==> src/sv/sem_fifo.sv <==
// Small show-ahead queue with a fill level output.
`timescale 1ns / 1ps

module sem_fifo #(
  parameter type data_t = logic,
  parameter int DEPTH = 4,
  localparam int PW = (DEPTH > 1) ? $clog2(DEPTH) : 1,
  localparam int LW = $clog2(DEPTH + 1)
) (
  input  logic          clk,
  input  logic          rst,
  input  logic          push,
  input  data_t         wdata,
  input  logic          pop,
  output data_t         rdata,
  output logic          empty,
  output logic [LW-1:0] level
);

  data_t mem [DEPTH];
  logic [PW-1:0] wr_ptr;
  logic [PW-1:0] rd_ptr;

  function automatic logic [PW-1:0] bump(input logic [PW-1:0] p);
    return (p == PW'(DEPTH - 1)) ? '0 : p + 1'b1;
  endfunction

  assign empty = (level == '0);
  assign rdata = mem[rd_ptr];

  always_ff @(posedge clk) begin
    if (push) begin
      mem[wr_ptr] <= wdata;
    end
  end

  always_ff @(posedge clk) begin
    if (rst) begin
      wr_ptr <= '0;
      rd_ptr <= '0;
      level  <= '0;
    end else begin
      if (push) begin
        wr_ptr <= bump(wr_ptr);
      end
      if (pop && !empty) begin
        rd_ptr <= bump(rd_ptr);
      end
      level <= level + LW'(push) - LW'(pop && !empty);
    end
  end

endmodule

==> config.mk <==
export PLATFORM = sky130hd
export DESIGN_NAME = sem_fifo
export DESIGN_NICKNAME = d
export VERILOG_FILES = /design/src/sv/sem_fifo.sv
export SDC_FILE = /design/constraint.sdc
export NUM_CORES = 1
export LEC_CHECK = 0
export BUFFER_PORTS_ARGS = -buffer_cell sky130_fd_sc_hd__buf_2
export CORE_AREA = 8 8 45 47
export DETAILED_ROUTE_END_ITERATION = 8
export DIE_AREA = 0 0 53 55
export PLACE_DENSITY = 0.67
export SYNTH_ARGS = -nofsm -noshare
export SYNTH_HDL_FRONTEND = slang
export SYNTH_SLANG_ARGS = --single-unit
==> constraint.sdc <==
create_clock -name clk -period 2.82 [get_ports clk]
set_input_delay 0.423 -clock clk [delete_from_list [all_inputs] [get_ports clk]]
set_output_delay 0.423 -clock clk [all_outputs]
set_load 0.02 [all_outputs]
**Yosys cells after proc, flatten, opt, wreduce, memory -nomap -nowiden**

Memory sizes are Yosys's and may differ from the RTL's. A register that Yosys moved wholly into a read port is not among the register bits.
Cells that the tools add are included.

- Bits in registers: 7
- Bits in latches: 0
- Bits in writable memories: 4
- Memory bits (read-only): 0
- Input port bits: 5
- Output and inout bits: 5
- Logic and storage cells: 19
- Memories: 1

- Add/sub/neg operators: 4
- Multipliers: 0
- Div/mod/pow operators: 0
- Order comparisons: 0
- Equality and inequality tests: 2
- Shift operators: 0
- Mux-type cells: 6
- Bitwise gates (word level): 0
- Reduce and logical (&&, ||, !) cells: 3

Memory list:

| name | depth | bits a word | read ports | clocked after Yosys merged registers in | write ports | RTL line | RTL |
|---|---|---|---|---|---|---|---|
| mem | 4 | 1 | 1 | 1 | 1 | 20 | `data_t mem [DEPTH];` |

Operators with widths:

| operator | count |
|---|---|
| $mux 2 | 4 |
| $add 2x1->2 const B | 2 |
| $eq 2x2->1 const B | 2 |
| $add 3x1->3 | 1 |
| $logic_not 3->1 | 1 |
| $sub 3x1->3 | 1 |
| $mux 1 | 2 |
| $logic_and 1x1->1 | 1 |
| $logic_not 1->1 | 1 |

**Logic depth before layout (Yosys ltp)**

- Depth after elaboration: 5
- Depth in mapped cells: 8
- Mapped depth without buffers: 8

**Least setup slack after synthesis**

OpenSTA, ideal clock, no wires.

- Kind: register to register
- Start: reg level[1]
- End: reg level[2]
- Library setup time: 65 ps
- Data arrival time: 2,027 ps
- Required time: 2,755 ps
- Path slack: 729 ps
- Cell stages (with the launch flop): 9
- Buffers on the path: 0
- Clock period less this slack: 2,091 ps
- Cell sequence: dfxtp_1 o31a_1 ha_1 inv_1 ha_1 inv_1 fa_1 xnor3_1 nor2_1

- Word-level cells in the longest chain between the ends: 4

Ends and longest elaborated chain:

| item | RTL line | RTL |
|---|---|---|
| from (decl) | 17 | `output logic [LW-1:0] level` |
| from (signal assigned) | 49 | `level <= level + LW'(push) - LW'(pop && !empty);` |
| branches (longest 3 deep; another with $add 3x1->3) | n/a |  |
| $sub 3x1->3 (*) | 49 |  |

Every way passes the cells marked *.
A chain may end at the register's enable or synchronous reset.

**Final worst setup path**

Ends and elaborated chain as after synthesis.

==> run_summary.xml <==
<?xml version="1.0" encoding="UTF-8"?>
<metrics>
  <group name="synth">
    <metric name="synth.ff_latch_count" unit="">13</metric>
    <metric name="post_synth_arst_share" unit="%">0</metric>
    <metric name="postSynthAreaPerCell" unit="um^2">12.5</metric>
    <metric name="synth-edff-count" unit="">4</metric>
    <metric name="synthesis.area" unit="um^2">611</metric>
    <metric name="synthFlopType" unit="">sky130_fd_sc_hd__dfxtp_1</metric>
    <metric name="post_synth_inst_count" unit="">49</metric>
    <metric name="ranking_of_synthesized_cells_by_area" unit="">sky130_fd_sc_hd__dfxtp_1 30%, sky130_fd_sc_hd__edfxtp_1 20%, sky130_fd_sc_hd__ha_1 14%, sky130_fd_sc_hd__and2_1 4.1%, sky130_fd_sc_hd__mux4_2 3.7%</metric>
    <metric name="yosysSeqAreaShare" unit="%">49.2</metric>
    <metric name="syn_nets" unit="">62</metric>
    <metric name="synth_cell_type_count" unit="">18</metric>
    <metric name="synth_top_area_share" unit="%">29.5</metric>
    <metric name="yosys_warnings" unit="">0</metric>
    <metric name="synth.largest_area_cell" unit="">sky130_fd_sc_hd__dfxtp_1</metric>
  </group>
  <group name="grt">
    <metric name="grt_util_met1" unit="%">6.59</metric>
    <metric name="grt.met2_usage" unit="%">10.2</metric>
    <metric name="use_met3" unit="%">2.41</metric>
    <metric name="grt_start_max_net_pins" unit="">10</metric>
    <metric name="global_route.usage.total" unit="%">6.52</metric>
    <metric name="grt_pass1_wl" unit="um">1330</metric>
    <metric name="grt_antenna_before_repair" unit="">0</metric>
    <metric name="gr-total-overflow" unit="">0</metric>
    <metric name="gr-max-usage-layer" unit="">met2</metric>
    <metric name="first_global_vias" unit="">321</metric>
  </group>
  <group name="sta">
    <metric name="hold_violations" unit="">0</metric>
    <metric name="setup_total_negative_slack" unit="ps">0</metric>
    <metric name="achievable-frequency" unit="MHz">477</metric>
    <metric name="worst_slew_pin_slew" unit="ps">173</metric>
    <metric name="final_max_slew_violation_count" unit="">0</metric>
    <metric name="final_critical_path_setup_slack" unit="ps">725</metric>
    <metric name="timing.final.crit_period" unit="ps">2090</metric>
    <metric name="max-slew-margin-rel" unit="%">88.2</metric>
    <metric name="fin_crit_sh" unit="%">74.3</metric>
    <metric name="setup-violations-final" unit="">0</metric>
    <metric name="finalClockSkew" unit="ps">3.26</metric>
    <metric name="rsz0062_at_grt" unit="">false</metric>
  </group>
  <group name="setup_path">
    <metric name="path_max_fanout" unit="">5</metric>
    <metric name="critical_path_cell_by_cell" unit="">o31a_1 -&gt; ha_1 -&gt; inv_1 -&gt; ha_1 -&gt; inv_1 -&gt; fa_1 -&gt; xnor3_1 -&gt; nor2_1</metric>
    <metric name="path_delay_family" unit="">adder cells</metric>
    <metric name="crit_path_top_delay_cell" unit="">sky130_fd_sc_hd__o31a_1</metric>
    <metric name="required" unit="ps">3040</metric>
    <metric name="ff2ff_setup_slack" unit="ps">730</metric>
    <metric name="end_kind" unit="">flip-flop</metric>
    <metric name="crit_arrival" unit="ps">2310</metric>
    <metric name="timing.critical_path.slowest_cell_delay" unit="ps">380</metric>
    <metric name="timing.setup.critical_path_class" unit="">reg2reg</metric>
    <metric name="critical_path_buffer_and_inverter_count" unit="">2</metric>
    <metric name="timing.critical_path.from_type" unit="">flip-flop</metric>
  </group>
  <group name="clocking">
    <metric name="cts_tree" unit="">built</metric>
    <metric name="cts.root.buffer_cell" unit="">sky130_fd_sc_hd__clkbuf_4</metric>
    <metric name="clkSinkCount" unit="">13</metric>
    <metric name="cts-htree-levels" unit="">1</metric>
    <metric name="worstSkewPairLatency" unit="ps">270</metric>
    <metric name="clock_tree.buffer_depth" unit="">2</metric>
    <metric name="cts.hold.buffers_added" unit="">0</metric>
    <metric name="numCtsBuffers" unit="">3</metric>
    <metric name="cts_resized" unit="">0</metric>
    <metric name="cts_post_setup_buffers_inserted" unit="">0</metric>
    <metric name="cts.reportedPaths.clkPinSlew" unit="ps">80</metric>
  </group>
  <group name="power_and_ir_drop">
    <metric name="ir_worst_vdd" unit="V">0.000487</metric>
    <metric name="p_leak" unit="nW">0.317</metric>
    <metric name="power.density_cell_area" unit="nW/um^2">867</metric>
    <metric name="power.total" unit="W">0.000605</metric>
  </group>
  <group name="placement">
    <metric name="dp_worst_setup_slack" unit="ps">717</metric>
    <metric name="post-dp-hpwl" unit="um">663</metric>
    <metric name="number_of_buffer_cells_added_on_primary_ports" unit="">9</metric>
    <metric name="gp_routability_congestion" unit="">0.730</metric>
  </group>
  <group name="finish">
    <metric name="finalNetCount" unit="">75</metric>
    <metric name="layout-area-overhead-vs-synth" unit="%">14.3</metric>
    <metric name="register_area" unit="um^2">300</metric>
    <metric name="antennaDiodeCount" unit="">0</metric>
    <metric name="fin_util" unit="%">50.5</metric>
    <metric name="post_route_cells_drive_above_1_share" unit="%">23.0</metric>
    <metric name="final_cell_mix" unit="">9 x sky130_fd_sc_hd__dfxtp_1, 9 x sky130_fd_sc_hd__buf_2, 7 x sky130_fd_sc_hd__ha_1</metric>
    <metric name="multi_input_comb_area" unit="um^2">288</metric>
    <metric name="final.fill_count" unit="">131</metric>
  </group>
  <group name="flow_run">
    <metric name="maxCapViolCount" unit="">0</metric>
  </group>
  <group name="floorplanning">
    <metric name="ioPinCount" unit="">10</metric>
    <metric name="die_area" unit="um^2">2920</metric>
    <metric name="placement_rows" unit="">14</metric>
    <metric name="floorplan.initialDensity" unit="%">44.1</metric>
    <metric name="die_h" unit="um">55</metric>
    <metric name="placeable_area" unit="um^2">1380</metric>
    <metric name="die_extent_in_x" unit="um">53</metric>
  </group>
  <group name="routing">
    <metric name="routed_via_density" unit="">4.64</metric>
    <metric name="drt-pass1-iter-count" unit="">4</metric>
    <metric name="dr_total_vias" unit="">357</metric>
    <metric name="detail_route.wl_per_cell" unit="um">11.0</metric>
    <metric name="final_antenna_net_count" unit="">0</metric>
    <metric name="drt_drc_violations_left" unit="">0</metric>
    <metric name="drtIter0Drc" unit="">4</metric>
    <metric name="routed_wirelength" unit="um">845</metric>
  </group>
  <group name="status">
    <metric name="run_status" unit="">completed</metric>
  </group>
  <group name="hold_path">
    <metric name="min_delay_worst_type" unit="">in2reg</metric>
  </group>
</metrics>
==> logic make-up (layout without fill, tap and decap cells) <==
family          Yosys count  in the layout  share of synthesized area (%)
mux                       4              4                           9.43
fa+ha+maj                 8              8                           17.6
xor+xnor                  1              1                           3.69
flops                    13             13                           49.2
compound gates            2              2                           2.25
buf+inv                   6             18                           3.69
simple gates             15             15                           14.1
==> layer usage <==
layer | share of wire, % | wire (um) | vias to the layer above
met3 | 3.4 | 29 | 2
met4 | 1.3 | 11 | 0
met5 | 0 | 0 | -
met2 | 51 | 434 | 2
met1 | 44 | 369 | 168
li1 | - | - | 185
==> report_power, final <==
part	leakage [nW]	total [W]	internal [W]	switching (W)
registers	0.111	0.000262	0.000231	0.0000310
logic	0.191	0.000230	0.000118	0.000112
clock network	0.0150	0.000113	0.0000547	0.0000579
==> layout make-up <==
type	instances	area share [%]
flip-flops and latches	13	43.0
multi-input cells	30	41.2
inverters	5	2.69
clock buffers	4	3.76
repair buffers	9	6.45
well taps	16	2.87
==> worst paths after layout <==
| path | from | endpoint | depth (start not counted) |
|---|---|---|---|
| worst max-delay path | level[1]$_SDFF_PP0_ | level[2]$_SDFF_PP0_ | 8 |
| worst min-delay path | wdata | mem[2]$_DFFE_PP_ | 1 |
| worst max register to register | level[1]$_SDFF_PP0_ | level[2]$_SDFF_PP0_ | 8 |
| worst min register to register | rd_ptr[1]$_SDFFE_PP0N_ | rd_ptr[1]$_SDFFE_PP0N_ | 2 |
==> metrics by stage <==
step / instances / area, um^2 / hold WS (ps)
after global routing: 77 / 698 / 366
after detailed placement: 73 / 672 / 507
after CTS: 77 / 698 / 362
final: 77 / 698 / 368
after floorplan: 49 / 611 / 468
after global placement: 73 / 672 / 502
==> synthesized netlist by cell type (all sizes together) (2+ instances only) <==
master and number:
inv 5, dfxtp 9, nand2b 3, mux2i 2, edfxtp 4, nor2b 2
and2 4, nor3 2, ha 7, nor2 3
Note: power is estimated with default switching activity, not from simulation.
