## config.mk

```make
export PLATFORM = sky130hd
export DESIGN_NAME = sem_back
export DESIGN_NICKNAME = d
export VERILOG_FILES = /design/src/sv/sem_pkg.sv /design/src/sv/sem_back.sv
export SDC_FILE = /design/constraint.sdc
export NUM_CORES = 1
export LEC_CHECK = 0
export BUFFER_PORTS_ARGS = -buffer_cell sky130_fd_sc_hd__buf_2
export CAP_MARGIN = 40
export CORE_MARGIN = 5
export CORE_UTILIZATION = 60
export DETAILED_ROUTE_END_ITERATION = 16
export PLACE_DENSITY = 0.87
export SYNTH_ARGS = -nofsm -noshare
export SYNTH_HDL_FRONTEND = slang
export SYNTH_SLANG_ARGS = --single-unit
```

## constraint.sdc

```tcl
create_clock -name clk -period 18.3 [get_ports clk]
set_input_delay 3.66 -clock clk [delete_from_list [all_inputs] [get_ports clk]]
set_output_delay 3.66 -clock clk [all_outputs]
set_load 0.01 [all_outputs]
```

## src/sv/sem_pkg.sv

```systemverilog
// Shared types and constants for the Sobel edge magnitude block.
`timescale 1ns / 1ps

package sem_pkg;

  localparam int MAX_WIDTH_DEFAULT = 2048;
  localparam int QUEUE_DEPTH       = 4;

  localparam logic [11:0] WIDTH_RESET  = 12'd640;
  localparam logic [15:0] HEIGHT_RESET = 16'd480;

  localparam logic [15:0] GRAY_RED   = 16'd77;
  localparam logic [15:0] GRAY_GREEN = 16'd150;
  localparam logic [15:0] GRAY_BLUE  = 16'd29;

  localparam logic [7:0] EDGE_MAX = 8'd255;

  typedef enum logic [1:0] {
    REG_IMAGE_WIDTH  = 2'd0,
    REG_IMAGE_HEIGHT = 2'd1,
    REG_COLOR_MODE   = 2'd2
  } reg_index_t;

  typedef struct packed {
    logic [11:0] image_width;
    logic [15:0] image_height;
    logic        color_mode;
  } cfg_t;

  typedef struct packed {
    logic [7:0] red;
    logic [7:0] green;
    logic [7:0] blue;
  } pixel_t;

  typedef struct packed {
    logic [7:0]  edge_value;
    logic [10:0] out_column;
    logic [15:0] out_row;
    logic        last;
  } result_t;

  typedef struct packed {
    logic [7:0]  top;
    logic [7:0]  mid;
    logic [7:0]  bot;
    logic        emit;
    logic [10:0] column;
    logic [15:0] row;
    logic        last;
  } item_t;

endpackage

```

## src/sv/sem_back.sv

```systemverilog
// Back end: 3x3 window, Sobel gradients and magnitude.
`timescale 1ns / 1ps

module sem_back #(
  parameter int DEPTH = 4,
  localparam int LW = $clog2(DEPTH + 1)
) (
  input  logic             clk,
  input  logic             rst,
  input  logic             q_empty,
  input  sem_pkg::item_t   q_item,
  output logic             q_pop,
  input  logic [LW-1:0]    out_level,
  output logic             out_push,
  output sem_pkg::result_t out_data
);

  import sem_pkg::*;

  logic [7:0] window_pixels [6];

  logic        b1_valid;
  logic [9:0]  b1_gx;
  logic [9:0]  b1_gy;
  logic [10:0] b1_col;
  logic [15:0] b1_row;
  logic        b1_last;

  logic [9:0]  sx_hi;
  logic [9:0]  sx_lo;
  logic [9:0]  sy_hi;
  logic [9:0]  sy_lo;
  logic [9:0]  gx;
  logic [9:0]  gy;
  logic [10:0] grad_sum;
  logic [8:0]  mag;

  function automatic logic [9:0] tap_sum(input logic [7:0] a, input logic [7:0] b,
                                         input logic [7:0] c);
    return 10'(a) + {1'b0, b, 1'b0} + 10'(c);
  endfunction

  assign q_pop = !q_empty
              && (({1'b0, out_level} + (LW + 1)'(b1_valid)) < (LW + 1)'(DEPTH));

  assign sx_hi = tap_sum(q_item.top, q_item.mid, q_item.bot);
  assign sx_lo = tap_sum(window_pixels[0], window_pixels[1], window_pixels[2]);
  assign sy_hi = tap_sum(window_pixels[2], window_pixels[5], q_item.bot);
  assign sy_lo = tap_sum(window_pixels[0], window_pixels[3], q_item.top);
  assign gx = (sx_hi >= sx_lo) ? sx_hi - sx_lo : sx_lo - sx_hi;
  assign gy = (sy_hi >= sy_lo) ? sy_hi - sy_lo : sy_lo - sy_hi;

  always_ff @(posedge clk) begin
    if (rst) begin
      for (int i = 0; i < 6; i++) begin
        window_pixels[i] <= '0;
      end
    end else if (q_pop) begin
      window_pixels[0] <= window_pixels[3];
      window_pixels[1] <= window_pixels[4];
      window_pixels[2] <= window_pixels[5];
      window_pixels[3] <= q_item.top;
      window_pixels[4] <= q_item.mid;
      window_pixels[5] <= q_item.bot;
    end
  end

  always_ff @(posedge clk) begin
    if (rst) begin
      b1_valid <= 1'b0;
    end else begin
      b1_valid <= q_pop && q_item.emit;
    end
  end

  always_ff @(posedge clk) begin
    if (q_pop) begin
      b1_gx   <= gx;
      b1_gy   <= gy;
      b1_col  <= q_item.column;
      b1_row  <= q_item.row;
      b1_last <= q_item.last;
    end
  end

  assign grad_sum = 11'(b1_gx) + 11'(b1_gy);
  assign mag = grad_sum[10:2];

  assign out_push            = b1_valid;
  assign out_data.edge_value = mag[8] ? EDGE_MAX : mag[7:0];
  assign out_data.out_column = b1_col;
  assign out_data.out_row    = b1_row;
  assign out_data.last       = b1_last;

endmodule

```

* Word level (Yosys, flattened, before mapping) *
Memories as Yosys holds them, arrays and structs flattened.
Index checks and enable logic that the tools add are counted.

storage, ports and cells
  bits in latches = 0
  input bits = 59
  memory bits (read-only) = 0
  memories kept = 1
  RAM bits = 48
  register bits = 49
  logic and storage cells = 47
  output and inout port bits = 38

operators by class
  $lt $le $gt $ge = 3
  eq/ne operators = 0
  shift operators = 0
  reductions and logical operators = 3
  add/sub/neg operators = 14
  divide/modulo/power cells = 0
  bitwise operators = 6
  mux-type cells = 14
  $mul = 0

memory list
  memory         depth  bits a word  read ports  clocked after Yosys merged registers in  wr ports  line            source
  window_pixels  6      8            6           0                                        6         sem_back.sv:20  logic [7:0] window_pixels [6];

operators by type and width
  cell                                                                   count
  8-bit two-way mux                                                      7
  10-bit by 8-bit adder with 10-bit output                               4
  8-bit by 9-bit adder with 10-bit output                                4
  10-bit subtractor                                                      4
  10-bit greater-or-equal comparator                                     2
  10-bit two-way mux                                                     2
  10-bit by 10-bit adder with 11-bit output                              1
  1-bit OR                                                               6
  1-bit two-way mux                                                      5
  3-bit by 1-bit adder with 4-bit output                                 1
  4-bit by 3-bit < comparator with 1-bit output (second input constant)  1
  1-bit logical AND                                                      2
  1-bit logical NOT                                                      1

* Depth between registers and ports, before layout *
  word-level depth = 7
  gate-level depth with buffers = 21
  gate-level depth less buffers = 19

* Least setup slack after synthesis *
No wires, ideal clock.

  kind = input port to output port
  from = in out_level[0]
  to = out q_pop
  stages = 1
  data arrival time = 7.900 ns
  buffers on the path = 0
  required time = 14.640 ns
  setup slack = 6.740 ns
  cells stage by stage = a311oi_1

on the way
  word-level cells in the longest chain between the ends = 3

ends and longest elaborated chain
  what                                           line            source
  start, declared                                sem_back.sv:13  input logic [LW-1:0] out_level,
  3-bit by 1-bit adder with 4-bit output         sem_back.sv:44  && (({1'b0, out_level} + (LW + 1)'(b1_valid)) < (LW + 1)'(DEPTH));
  4-bit by 3-bit < comparator with 1-bit output  sem_back.sv:44
  1-bit logical AND                              sem_back.sv:44
  end, declared                                  sem_back.sv:12  output logic q_pop,

No other way between the ends.

* Worst setup path after layout *
  from = in q_empty
  to = out q_pop

on the way
  word-level cells in the longest chain between the ends = 2

ends and longest elaborated chain
  what               line            source
  start, declared    sem_back.sv:10  input logic q_empty,
  1-bit logical NOT  sem_back.sv:43  assign q_pop = !q_empty
  1-bit logical AND  sem_back.sv:44

No other way between the ends.

==> flow_summary.yaml <==
detailed_routing:
  drt-vias-per-instance: 5.76
  wire_per_inst_um: 17.3
  drt_iter0_drc: 285
  num_vias: 4926
  drc: 0
  ant_nets: 0
  routed_wl_mm: 14.8
  first_pass_iters: 5
pwr:
  p_sw_share_pct: 41.5
  clkPwrFrac_pct: 16.9
  peakVddDrop_mv: 0.0573
  seq_power_share_pct: 27.2
  pwr-share-comb_pct: 55.9
  p_leak_nw: 3.78
  power_switching_uw: 473
  p_int_uw: 668
  p_per_area_nw_per_um2: 142
  design_power_total_mw: 1.14
placement:
  hpwl_mm: 11.8
  portBuffers: 96
  place.gp.congestion: 0.936
floorplanning:
  die_width_um: 119
  row_count: 39
  start_util_pct: 61.8
  io_pins: 97
  die_h_um: 119
  die_area_um2: 14100
  coreArea_um2: 11500
sta:
  slew_violations: 0
  finalSetupViolations: 0
  period_share_pct: 46.6
  slew_headroom_pct: 52.8
  tns_ns: 0
  worst_pin_slew_ns: 0.707
  clock_skew_ns: 0.0127
  rsz0062_at_grt: "no"
  hold_violations: 0
  fmax_mhz: 117
  period_needed_ns: 8.52
logic_synthesis:
  ys_ff_latch: 97
  ys.flop_type: "edfxtp_1"
  synth-edff-count: 96
  synth.distinct_cells: 48
  ys_seq_area_share_pct: 40.8
  synth_nets: 792
  netlist_instances: 614
  netlist_area_um2: 7110
  ys_async_sr_fraction_pct: 0
  synth.avg_cell_area_um2: 11.6
  synth_warnings: 0
cts:
  cts_setup_buffers: 0
  hold_buffers: 0
  ctsResizeCount: 0
  root_buffer: "clkbuf_16"
  ctsHtreeMaxLevel: 3
  clk_pin_slew_ns: 0.07
  cts_buffers: 9
  cts_tree: "yes"
  cts_sinks: 97
  clkLatencyLatePin_ns: 0.37
  clock_path_buffers: 2
grt:
  grt_first_pass_wirelength_mm: 24.4
  grt_max_degree: 52
  use_met1_pct: 26.4
  grt-busiest-layer: "met2"
  grt_pass1_vias: 5100
  gr-usage-all-layers_pct: 21.6
  gr-usage-met3_pct: 3.74
  grt_antenna_before_repair: 0
  grt_util_met2_pct: 36.9
  grt_overflow_total: 0
run:
  cap_violations: 0
cells_and_area:
  nets: 885
  fillers: 831
  drive_gt1_share_pct: 18.0
  syn_to_final_growth_pct: 12.9
  antenna_cells: 0
worst_hold_path:
  hold_start: "window_pixels[4][7]"
  hold_path_depth: 1
  min_to: "window_pixels[1][7]"
  worst_hold_path_type: "reg2reg"
setup_path:
  worst_setup_path_start_kind: "input pin"
  critPathArrivalTime_ns: 4.86
  critical_path_class: "in2out"
  rr_endpoint: "b1_gy[3]"
  r2r_setup_slack_ns: 13.63
  worstPathRequired_ns: 14.64
  cp-end-kind: "primary output"
  r2r_start: "window_pixels[2][1]"
  path_max_fanout: 51
  reg2reg_depth: 16
outcome:
  status: "complete, no violations"
## metal layers
| metal | up-vias | routed length [um] |
|---|---|---|
| li1 | 2344 | - |
| met3 | 47 | 627 |
| met5 | - | 0 |
| met4 | 0 | 605 |
| met1 | 2383 | 6060 |
| met2 | 152 | 7530 |
## logic make-up (layout without fill, tap and decap cells)
| kind of cell | count (synthesis) | in the layout | share of synthesized area, % |
|---|---|---|---|
| flops | 97 | 97 | 40.8 |
| buf+inv | 87 | 185 | 5.26 |
| xor+xnor | 48 | 48 | 5.91 |
| compound gates | 121 | 121 | 11.2 |
| fa+ha+maj | 119 | 119 | 24.7 |
| mux | 18 | 18 | 2.53 |
| simple gates | 124 | 124 | 9.52 |
## worst max-delay path, stage by stage
cell and delay (ns):
buf_2 0.12, a311oi_4 0.26, buf_4 0.57, buf_2 0.25
## cell usage after synthesis (4+ instances only)
| master | count | area, um2 |
|---|---|---|
| edfxtp_1 | 96 | 2880 |
| ha_1 | 83 | 1040 |
| inv_1 | 69 | 259 |
| and2_1 | 49 | 307 |
| fa_1 | 36 | 721 |
| a21oi_1 | 33 | 165 |
| xor2_1 | 29 | 254 |
| a21o_1 | 27 | 203 |
| nand2_1 | 26 | 97.6 |
| xnor2_1 | 19 | 166 |
| mux2i_1 | 18 | 180 |
| o21ai_0 | 16 | 80.1 |
| nor2_1 | 11 | 41.3 |
| a31oi_1 | 10 | 62.6 |
| clkbuf_1 | 8 | 30.0 |
| nand3_1 | 8 | 40.0 |
| nor2b_1 | 8 | 50.1 |
| nand2b_1 | 5 | 31.3 |
| nor3_1 | 5 | 25.0 |
| o21ai_1 | 5 | 25.0 |
| or2_2 | 5 | 31.3 |
| buf_4 | 4 | 30.0 |
| buf_6 | 4 | 45.0 |
| o211ai_1 | 4 | 30.0 |
## power by group through the flow
stage                     registers, mW  logic [mW]  clock network [mW]
after global placement            0.315       0.593                   0
after global routing              0.313       0.709               0.205
after CTS                         0.311       0.633               0.197
after detailed placement          0.316       0.625                   0
after floorplan                   0.312       0.500                   0
final                             0.311       0.638               0.193
## how the worst max path moves through the flow
stage / startpoint / endpoint / depth (start not counted)
after floorplan: out_level[0] / q_pop / 1
after global placement: q_empty / q_pop / 4
after detailed placement: q_empty / q_pop / 4
after CTS: q_empty / q_pop / 4
after global routing: q_empty / q_pop / 4
final: q_empty / q_pop / 4
## final cells by class
cell class,instances,area (um2),share of cell area [%]
multi-input cells,430,3850,48.0
inverters,69,259,3.23
flip-flops and latches,97,2900,36.1
repair buffers,100,523,6.51
clock inverters,7,86.3,1.08
well taps,143,179,2.23
clock buffers,9,225,2.80
## metrics by stage
stage,hold WS (ns),setup slack (ns),instance area [um2],util [%],instances
after global routing,0.544,9.73,8030,69.7,855
after detailed placement,0.504,9.78,7720,67.0,839
after floorplan,0.497,6.74,7110,-,614
after global placement,0.501,9.85,7690,66.8,837
after CTS,0.521,9.78,8030,69.7,855
final,0.520,9.78,8030,69.7,855
## cells in the final DEF, fill, tap and decap left out, drive strengths merged, types with 2 or more instances in the layout
| master | instances |
|---|---|
| nor3 | 5 |
| a211oi | 2 |
| and4 | 2 |
| xor2 | 29 |
| a221oi | 3 |
| and2 | 49 |
| or2 | 5 |
| mux2i | 18 |
| nand2b | 5 |
| nor2 | 11 |
| xnor2 | 19 |
| and3 | 2 |
| nor2b | 8 |
| ha | 83 |
| clkinv | 5 |
| nand2 | 26 |
| nand3 | 8 |
| and3b | 2 |
| a31oi | 10 |
| o41ai | 2 |
| o211ai | 4 |
| a311oi | 2 |
| buf | 100 |
| a21o | 27 |
| clkbuf | 9 |
| fa | 36 |
| edfxtp | 96 |
| o21a | 3 |
| inv | 71 |
| a21oi | 35 |
| o21ai | 21 |
| o31ai | 4 |
| a21boi | 2 |
## flip-flops by register name (all words and copies together) (netlist names)
name / cells
b1_col: 11
b1_gx: 10
b1_gy: 10
b1_last: 1
b1_row: 16
out_push: 1
window_pixels: 48
No activity file was read; power rests on OpenSTA's default activity.
